**config.mk**
```make
export PLATFORM = sky130hd
export DESIGN_NAME = flow_steering_table_ageing
export DESIGN_NICKNAME = d
export VERILOG_FILES = /design/src/design/fsta_pkg.sv /design/src/design/flow_steering_table_ageing.sv /design/src/design/fsta_store.sv /design/src/design/fsta_slot_unit.sv
export SDC_FILE = /design/constraint.sdc
export NUM_CORES = 2
export LEC_CHECK = 0
export ABC_CLOCK_PERIOD_IN_PS = 13800
export BUFFER_PORTS_ARGS = -buffer_cell sky130_fd_sc_hd__buf_4
export CAP_MARGIN = 0
export CORE_MARGIN = 1.5
export CORE_UTILIZATION = 31
export DETAILED_ROUTE_END_ITERATION = 16
export PLACE_DENSITY = 0.53
export SETUP_SLACK_MARGIN = 0.4
export SLEW_MARGIN = 0
export SYNTH_ARGS = -nofsm -noshare
export SYNTH_HDL_FRONTEND = slang
export SYNTH_MEMORY_MAX_BITS = 65536
export SYNTH_SLANG_ARGS = --single-unit
```
**constraint.sdc**
```tcl
create_clock -name clk -period 13.8 [get_ports clk]
set_input_delay 0.69 -clock clk [delete_from_list [all_inputs] [get_ports clk]]
set_output_delay 0.69 -clock clk [all_outputs]
set_load 0.02 [all_outputs]
```
**src/design/fsta_pkg.sv**
```systemverilog
// Shared types and constants for the flow steering table with ageing.
`timescale 1ns / 1ps

package fsta_pkg;

  localparam logic [2:0] MODE_UPDATE = 3'd0;
  localparam logic [2:0] MODE_LOOKUP = 3'd1;
  localparam logic [2:0] MODE_SWEEP  = 3'd2;
  localparam logic [2:0] MODE_PURGE  = 3'd3;
  localparam logic [2:0] MODE_FLUSH  = 3'd4;
  localparam logic [2:0] MODE_TICK   = 3'd5;

  localparam int unsigned CFG_IDX_W  = 1;
  localparam int unsigned CFG_DATA_W = 20;
  localparam logic [CFG_IDX_W-1:0] CFG_AGEING = 1'd0;
  localparam logic [CFG_IDX_W-1:0] CFG_QCOUNT = 1'd1;

  localparam logic [19:0] AGEING_RESET = 20'd3000;
  localparam logic [8:0]  QCOUNT_RESET = 9'd1;

  typedef struct packed {
    logic        valid;
    logic [31:0] hash;
    logic [7:0]  queue;
    logic [31:0] stamp;
  } fsta_entry_t;

  typedef struct packed {
    logic occupied;
    logic hash_eq;
    logic queue_eq;
    logic expired;
  } fsta_flags_t;

endpackage

```
**src/design/flow_steering_table_ageing.sv**
```systemverilog
// Top level of the flow steering table with ageing.
//
// Items arrive on the input channel (in_valid, in_stall) with mode, rx_hash,
// rx_queue and sender_detached, and each gives exactly one result on the
// output channel (out_valid, out_stall). A transfer happens when valid is
// high and stall is low. One item is worked on at a time; in_stall is high
// while it is in progress.
// Lookup, sweep, purge and an update that is not ignored walk every slot
// of the entry memory, one slot per cycle through a single read port and one
// compare unit. An update then goes through a commit step, which writes its
// entry if it matched or found a free slot. Flush clears the memory one slot
// per cycle. Tick, unused modes and an ignored update go straight to their
// result. The next transfer is taken no earlier than the cycle after the
// result is loaded into the output register. After reset a clearing pass
// runs through the memory; no item is taken during it. Time, the flow count
// and the registers return to their reset values. The configuration channel
// (cfg_valid, cfg_ready, cfg_index, cfg_data) is always ready; it must be
// written only while idle, and the block itself does not enforce this.
// A finished result waits in the output register while out_stall is high;
// the next item may be taken meanwhile, but its result is held back.
`timescale 1ns / 1ps

module flow_steering_table_ageing import fsta_pkg::*; #(
  parameter int unsigned FLOW_SLOTS = 64
) (
  input  logic                  clk,
  input  logic                  rst,
  input  logic                  in_valid,
  output logic                  in_stall,
  input  logic [2:0]            mode,
  input  logic [31:0]           rx_hash,
  input  logic [7:0]            rx_queue,
  input  logic                  sender_detached,
  output logic                  out_valid,
  input  logic                  out_stall,
  output logic                  hit,
  output logic [7:0]            found_queue,
  output logic                  created,
  output logic                  table_full,
  output logic [6:0]            removed_count,
  output logic [6:0]            flow_total,
  input  logic                  cfg_valid,
  output logic                  cfg_ready,
  input  logic [CFG_IDX_W-1:0]  cfg_index,
  input  logic [CFG_DATA_W-1:0] cfg_data
);

  localparam int unsigned AW = $clog2(FLOW_SLOTS);
  localparam int unsigned CW = $clog2(FLOW_SLOTS + 1);
  localparam logic [AW:0]   LIMIT = (AW + 1)'(FLOW_SLOTS);
  localparam logic [AW-1:0] LAST  = AW'(FLOW_SLOTS - 1);

  localparam logic [2:0] S_CLEAR  = 3'd0;
  localparam logic [2:0] S_IDLE   = 3'd1;
  localparam logic [2:0] S_WALK   = 3'd2;
  localparam logic [2:0] S_COMMIT = 3'd3;
  localparam logic [2:0] S_FIN    = 3'd4;

  logic [2:0]    state;
  logic [AW:0]   cnt;
  logic          rd_live;
  logic [AW-1:0] rd_idx;
  logic          flush_op;

  logic [2:0]    op;
  logic [31:0]   key;
  logic [7:0]    qsel;
  logic [31:0]   threshold;

  logic [31:0]   time_now;
  logic [CW-1:0] valid_total;
  logic [19:0]   ageing_ticks;
  logic [8:0]    queue_count;

  logic          match;
  logic [AW-1:0] match_idx;
  logic          free_found;
  logic [AW-1:0] free_idx;

  logic          r_hit;
  logic [7:0]    r_fq;
  logic          r_created;
  logic          r_full;
  logic [CW-1:0] r_removed;

  logic          we;
  logic [AW-1:0] waddr;
  fsta_entry_t   wdata;
  fsta_entry_t   rdata;
  fsta_flags_t   flags;
  logic          remove;
  logic          ignore_update;
  logic          accept;
  logic          load_result;

  fsta_store #(
    .DEPTH (FLOW_SLOTS),
    .AW    (AW)
  ) u_store (
    .clk   (clk),
    .we    (we),
    .waddr (waddr),
    .wdata (wdata),
    .raddr (cnt[AW-1:0]),
    .rdata (rdata)
  );

  fsta_slot_unit u_slot (
    .entry     (rdata),
    .key       (key),
    .queue_sel (qsel),
    .threshold (threshold),
    .flags     (flags)
  );

  assign cfg_ready = 1'b1;
  assign in_stall  = (state != S_IDLE);
  assign accept    = in_valid && (state == S_IDLE);
  assign ignore_update = (rx_hash == 32'd0) || (queue_count == 9'd1) || sender_detached;
  assign load_result = (state == S_FIN) && (!out_valid || !out_stall);

  assign remove = rd_live && (state == S_WALK) &&
                  (((op == MODE_SWEEP) && flags.expired) ||
                   ((op == MODE_PURGE) && flags.queue_eq));

  always_comb begin
    we    = 1'b0;
    waddr = cnt[AW-1:0];
    wdata = rdata;
    priority if (state == S_CLEAR) begin
      we    = 1'b1;
      wdata = '0;
    end else if (remove) begin
      we          = 1'b1;
      waddr       = rd_idx;
      wdata.valid = 1'b0;
    end else if ((state == S_COMMIT) && (match || free_found)) begin
      we          = 1'b1;
      waddr       = match ? match_idx : free_idx;
      wdata.valid = 1'b1;
      wdata.hash  = key;
      wdata.queue = qsel;
      wdata.stamp = time_now;
    end else begin
      we    = 1'b0;
    end
  end

  always_ff @(posedge clk) begin
    if (rst) begin
      state        <= S_CLEAR;
      cnt          <= '0;
      rd_live      <= 1'b0;
      flush_op     <= 1'b0;
      time_now     <= '0;
      valid_total  <= '0;
      ageing_ticks <= AGEING_RESET;
      queue_count  <= QCOUNT_RESET;
      out_valid    <= 1'b0;
    end else begin
      if (cfg_valid) begin
        unique case (cfg_index)
          CFG_AGEING: ageing_ticks <= cfg_data;
          CFG_QCOUNT: queue_count  <= cfg_data[8:0];
        endcase
      end

      if (load_result) begin
        out_valid <= 1'b1;
      end else if (!out_stall) begin
        out_valid <= 1'b0;
      end

      unique case (state)
        S_CLEAR: begin
          cnt <= cnt + 1'b1;
          if (cnt[AW-1:0] == LAST) begin
            state <= flush_op ? S_FIN : S_IDLE;
          end
        end
        S_IDLE: begin
          if (accept) begin
            op         <= mode;
            key        <= rx_hash;
            qsel       <= rx_queue;
            threshold  <= time_now - 32'(ageing_ticks);
            cnt        <= '0;
            rd_live    <= 1'b0;
            flush_op   <= 1'b0;
            match      <= 1'b0;
            free_found <= 1'b0;
            r_hit      <= 1'b0;
            r_fq       <= '0;
            r_created  <= 1'b0;
            r_full     <= 1'b0;
            r_removed  <= '0;
            unique case (mode)
              MODE_UPDATE: state <= ignore_update ? S_FIN : S_WALK;
              MODE_LOOKUP, MODE_SWEEP, MODE_PURGE: state <= S_WALK;
              MODE_FLUSH: begin
                flush_op    <= 1'b1;
                r_removed   <= valid_total;
                valid_total <= '0;
                state       <= S_CLEAR;
              end
              MODE_TICK: begin
                time_now <= time_now + 32'd1;
                state    <= S_FIN;
              end
              default: state <= S_FIN;
            endcase
          end
        end
        S_WALK: begin
          if (cnt < LIMIT) begin
            cnt <= cnt + 1'b1;
          end
          rd_live <= (cnt < LIMIT);
          rd_idx  <= cnt[AW-1:0];
          if (rd_live) begin
            unique case (op)
              MODE_UPDATE: begin
                if (flags.hash_eq) begin
                  match     <= 1'b1;
                  match_idx <= rd_idx;
                end
                if (!flags.occupied && !free_found) begin
                  free_found <= 1'b1;
                  free_idx   <= rd_idx;
                end
              end
              MODE_LOOKUP: begin
                if (flags.hash_eq) begin
                  r_hit <= 1'b1;
                  r_fq  <= rdata.queue;
                end
              end
              default: begin
                if (remove) begin
                  r_removed   <= r_removed + 1'b1;
                  valid_total <= valid_total - 1'b1;
                end
              end
            endcase
            if (rd_idx == LAST) begin
              state <= (op == MODE_UPDATE) ? S_COMMIT : S_FIN;
            end
          end
        end
        S_COMMIT: begin
          priority if (match) begin
            r_hit <= 1'b1;
          end else if (free_found) begin
            r_created   <= 1'b1;
            valid_total <= valid_total + 1'b1;
          end else begin
            r_full <= 1'b1;
          end
          state <= S_FIN;
        end
        S_FIN: begin
          if (load_result) begin
            hit           <= r_hit;
            found_queue   <= r_fq;
            created       <= r_created;
            table_full    <= r_full;
            removed_count <= 7'(r_removed);
            flow_total    <= 7'(valid_total);
            state         <= S_IDLE;
          end
        end
        default: state <= S_IDLE;
      endcase
    end
  end

endmodule

```
**src/design/fsta_store.sv**
```systemverilog
// Flow entry memory with one write port and one registered read port.
`timescale 1ns / 1ps

module fsta_store import fsta_pkg::*; #(
  parameter int unsigned DEPTH = 64,
  parameter int unsigned AW    = 6
) (
  input  logic          clk,
  input  logic          we,
  input  logic [AW-1:0] waddr,
  input  fsta_entry_t   wdata,
  input  logic [AW-1:0] raddr,
  output fsta_entry_t   rdata
);

  fsta_entry_t mem [DEPTH];

  always_ff @(posedge clk) begin
    if (we) begin
      mem[waddr] <= wdata;
    end
    rdata <= mem[raddr];
  end

endmodule

```
**src/design/fsta_slot_unit.sv**
```systemverilog
// Shared compare unit that classifies one stored entry per cycle.
`timescale 1ns / 1ps

module fsta_slot_unit import fsta_pkg::*; (
  input  fsta_entry_t entry,
  input  logic [31:0] key,
  input  logic [7:0]  queue_sel,
  input  logic [31:0] threshold,
  output fsta_flags_t flags
);

  logic [31:0] diff;

  assign diff = threshold - entry.stamp;

  always_comb begin
    flags.occupied = entry.valid;
    flags.hash_eq  = entry.valid && (entry.hash == key);
    flags.queue_eq = entry.valid && (entry.queue == queue_sel);
    flags.expired  = entry.valid && !diff[31];
  end

endmodule

```
==> results.toml <==
[critical_path]
critPathTopFamily = "compound AO/OA/AOI/OAI gates"
rr_startpoint = "threshold[6]$_DFFE_PP_"
cp.arrival_ns = 7.64
r2r_slack_ns = 6.80
endpoint_kind = "register"
timing.rr.end = "u_store.mem[55][43]$_DFFE_PP_"
required_ns = 14.44
cpPeakStageDelay_ns = 0.98
path_max_fanout = 32
cp_slowest_cell = "nor3_2"
startpoint_type = "register"
path_buf_inv = 2
path_class = "register to register"
crit_chain = "ha_1 -> nand2_1 -> o21ai_0 -> a21oi_1 -> o31ai_2 -> a211oi_2 -> nor3_4 -> a311o_1 -> nand3b_1 -> nor3_2 -> buf_4 -> buf_4"
cp_common_cell = "buf_4"
r2r.worst_path.cells = 12

[drt]
via_per_inst = 5.325
via_count = 91470
wl_per_cell_um = 32.32
remaining_drc_errors = 0
ant_nets = 0
totalWireLength_um = 555100
dr.pass1.iters = 7
drtIter0Drc = 11080

[clocking]
cts_tree = "yes"
htree_levels = 6
numCtsBuffers = 522
clk_pin_slew_ns = 0.06
cts.repair.resized = 0
clk_latency_ns = 1.07
root_buffer = "clkbuf_16"
clk_path_buf_depth = 4
cts.sinks = 4964

[global_route]
grt_pass1_wl_um = 766100
grt_max_degree = 134
grt_pass1_vias = 93070
grt_usage_pct = 17.43
grt.overflow.total = 0
grt_antenna_before_repair = 38

[sta]
max_freq_mhz = 143.0
whs_ns = 0.1233
timing_hold_violations_final = 0
slew-limit-headroom_pct = 19.67
setup_viol = 0
setup_tns_ns = 0
fin_crit_sh_pct = 50.69
period_minus_slack_ns = 6.995
worst_pin_slew_ns = 1.205
slew_viol_final = 0
skew_ns = 0.05497
rsz0062_at_grt = "no"

[cells_and_area]
nFillCells = 55260
final_layout_size_suffix_gt1_share_pct = 31.36
nets = 8796
register_area_sq_um = 147500
area_growth_pct = 15.98
final_common_cell = "edfxtp_1"
final_cell_mix = "edfxtp_1 (4810), mux4_2 (1533), clkbuf_16 (533), buf_4 (408), nand2_1 (260)"
multiInputGateArea_sq_um = 42240

[floorplan]
rows = 287
num_io_pins = 98
dieWidth_um = 786.7
coreArea_sq_um = 611200
die-height_um = 786.7
start_util_pct = 31.15
dieArea_sq_um = 618800

[power]
power.total_w = 0.03202
p_per_area_nw_per_um2 = 145.0
vdd_ir_drop_max_mv = 0.1207
leakage_nw = 63.63

[placement]
io_buffers = 96
dpl.hpwl_um = 312800
gp_congestion = 0.8014

[synth]
async_reset_ff_share_pct = 0
ys_types = 77
synth_compound_area_share_pct = 0.9069
yosys.area_share.simple_pct = 1.558
synth-seq-area-share_pct = 77.49
syn_area_sq_um = 190400
synth_top_family_by_area = "multiplexers"
synthCells = 8066
ys_seq_elements = 4964
synth_xor_area_share_pct = 0.4738
synth-edff-count = 4810
yosysWarnings = 0
synth_nets = 8196
synth.avg_cell_area_sq_um = 23.60
ys.flop_type = "edfxtp_1"
yosys.area_share.adder_pct = 0.4022
yosys-mux-area-fraction_pct = 18.18

[flow_run]
maxCapViolations = 0

[worst_hold_path]
hold_depth = 2
min_to = "flow_total[3]$_DFFE_PP_"
min_path_type = "input pin to register"
min_from = "rst"

[status]
outcome = "completed"
[cell usage after synthesis (all sizes together), types with 3 or more instances]
| cell type | number | share of area [%] |
|---|---|---|
| mux2i | 8 | 0.042 |
| nor2 | 109 | 0.22 |
| a311oi | 3 | 0.023 |
| a211o | 10 | 0.046 |
| dfxtp | 154 | 1.6 |
| a21boi | 3 | 0.012 |
| xnor2 | 48 | 0.22 |
| a211oi | 4 | 0.018 |
| a31oi | 9 | 0.030 |
| nor3 | 78 | 0.23 |
| xor2 | 55 | 0.25 |
| inv | 74 | 0.15 |
| nand2 | 261 | 0.52 |
| nor4 | 29 | 0.099 |
| nor3b | 3 | 0.014 |
| a21o | 12 | 0.047 |
| edfxtp | 4810 | 76 |
| and2 | 5 | 0.016 |
| o21a | 6 | 0.024 |
| nand3 | 53 | 0.14 |
| o211ai | 13 | 0.054 |
| a311o | 6 | 0.032 |
| nand2b | 11 | 0.036 |
| mux4 | 1533 | 18 |
| buf | 129 | 0.28 |
| clkbuf | 286 | 0.56 |
| ha | 58 | 0.38 |
| a21oi | 155 | 0.41 |
| o311ai | 3 | 0.018 |
| nand3b | 5 | 0.020 |
| or3 | 11 | 0.036 |
| o21ai | 40 | 0.11 |
| and3 | 20 | 0.066 |
| nand4 | 20 | 0.066 |
| nor2b | 11 | 0.036 |
[cells by family (layout without fill, tap and decap cells)]
kind of cell    count (synthesis)  in the layout
mux                          1542           1542
other cells                     1             25
fa+ha+maj                      60             60
flops                        4964           4964
simple gates                  625            625
buf+inv                       489           1483
xor+xnor                      103            103
compound gates                282            282
[worst reg2reg max path: stages (launching register included)]
cell,delay [ns]
edfxtp_1,0.38
ha_1,0.31
nand2_1,0.07
o21ai_0,0.23
a21oi_1,0.13
o31ai_2,0.75
a211oi_2,0.26
nor3_4,0.55
a311o_1,0.79
nand3b_1,0.48
nor3_2,0.98
buf_4,0.75
buf_4,0.74
[through the flow]
stage / instance area (sq um) / utilization [%] / worst slack, ns / std cells
final: 220800 / 36.13 / 6.805 / 17180
after global routing: 220800 / 36.12 / 6.445 / 17150
after CTS: 220700 / 36.12 / 6.801 / 17150
after detailed placement: 203600 / 33.31 / 6.874 / 16170
after global placement: 203600 / 33.31 / 7.216 / 16170
after floorplan: 190400 / - / 3.601 / 8066
[worst max-delay path by stage]
| stage | start | endpoint | cells after the start |
|---|---|---|---|
| final | threshold[6]$_DFFE_PP_ | u_store.mem[55][43]$_DFFE_PP_ | 12 |
| after global routing | threshold[6]$_DFFE_PP_ | u_store.mem[55][59]$_DFFE_PP_ | 12 |
| after CTS | threshold[6]$_DFFE_PP_ | u_store.mem[52][59]$_DFFE_PP_ | 12 |
| after detailed placement | threshold[6]$_DFFE_PP_ | u_store.mem[52][63]$_DFFE_PP_ | 12 |
| after global placement | threshold[6]$_DFFE_PP_ | u_store.mem[52][64]$_DFFE_PP_ | 12 |
| after floorplan | threshold[22]$_DFFE_PP_ | u_store.mem[23][0]$_DFFE_PP_ | 11 |
[flip-flops by register name, indices dropped and copies added, names as in the netlist, 3 cells and up]
name / cells
u_store.mem: 4672
u_store.rdata: 73
key: 32
threshold: 32
time_now: 32
ageing_ticks: 20
queue_count: 9
found_queue: 8
qsel: 8
r_fq: 8
cnt: 7
flow_total: 7
r_removed: 7
removed_count: 7
valid_total: 7
free_idx: 6
match_idx: 6
rd_idx: 6
op: 3
state: 3
[power breakdown]
group | switching [W] | total (W) | internal (W)
logic | 0.000986 | 0.00179 | 0.000807
registers | 0.0000774 | 0.0165 | 0.0164
clock network | 0.00588 | 0.0137 | 0.00785
[routing by layer]
metal / global-route usage [%] / share of wire [%] / vias to the layer above
met5: 0 / 0.0038 / -
met4: 3.938 / 2.3 / 4
met3: 2.612 / 7.1 / 670
met2: 28.12 / 48 / 3954
met1: 25.05 / 43 / 51060
li1: - / - / 35780
[area by class of cell]
class	count	share of cell area, %
flip-flops and latches	4964	66.82
multi-input cells	2613	19.13
clock buffers	652	6.283
well taps	8092	4.585
repair buffers	491	1.846
clock inverters	266	1.183
inverters	74	0.1292
diodes	24	0.02720
[what timing repair did]
item / CTS / global route
setup buffers: 0 / 0
hold buffers: 64 / 0
hold endpoints to repair: 73 / 0
No activity file was read; power rests on OpenSTA's default activity.
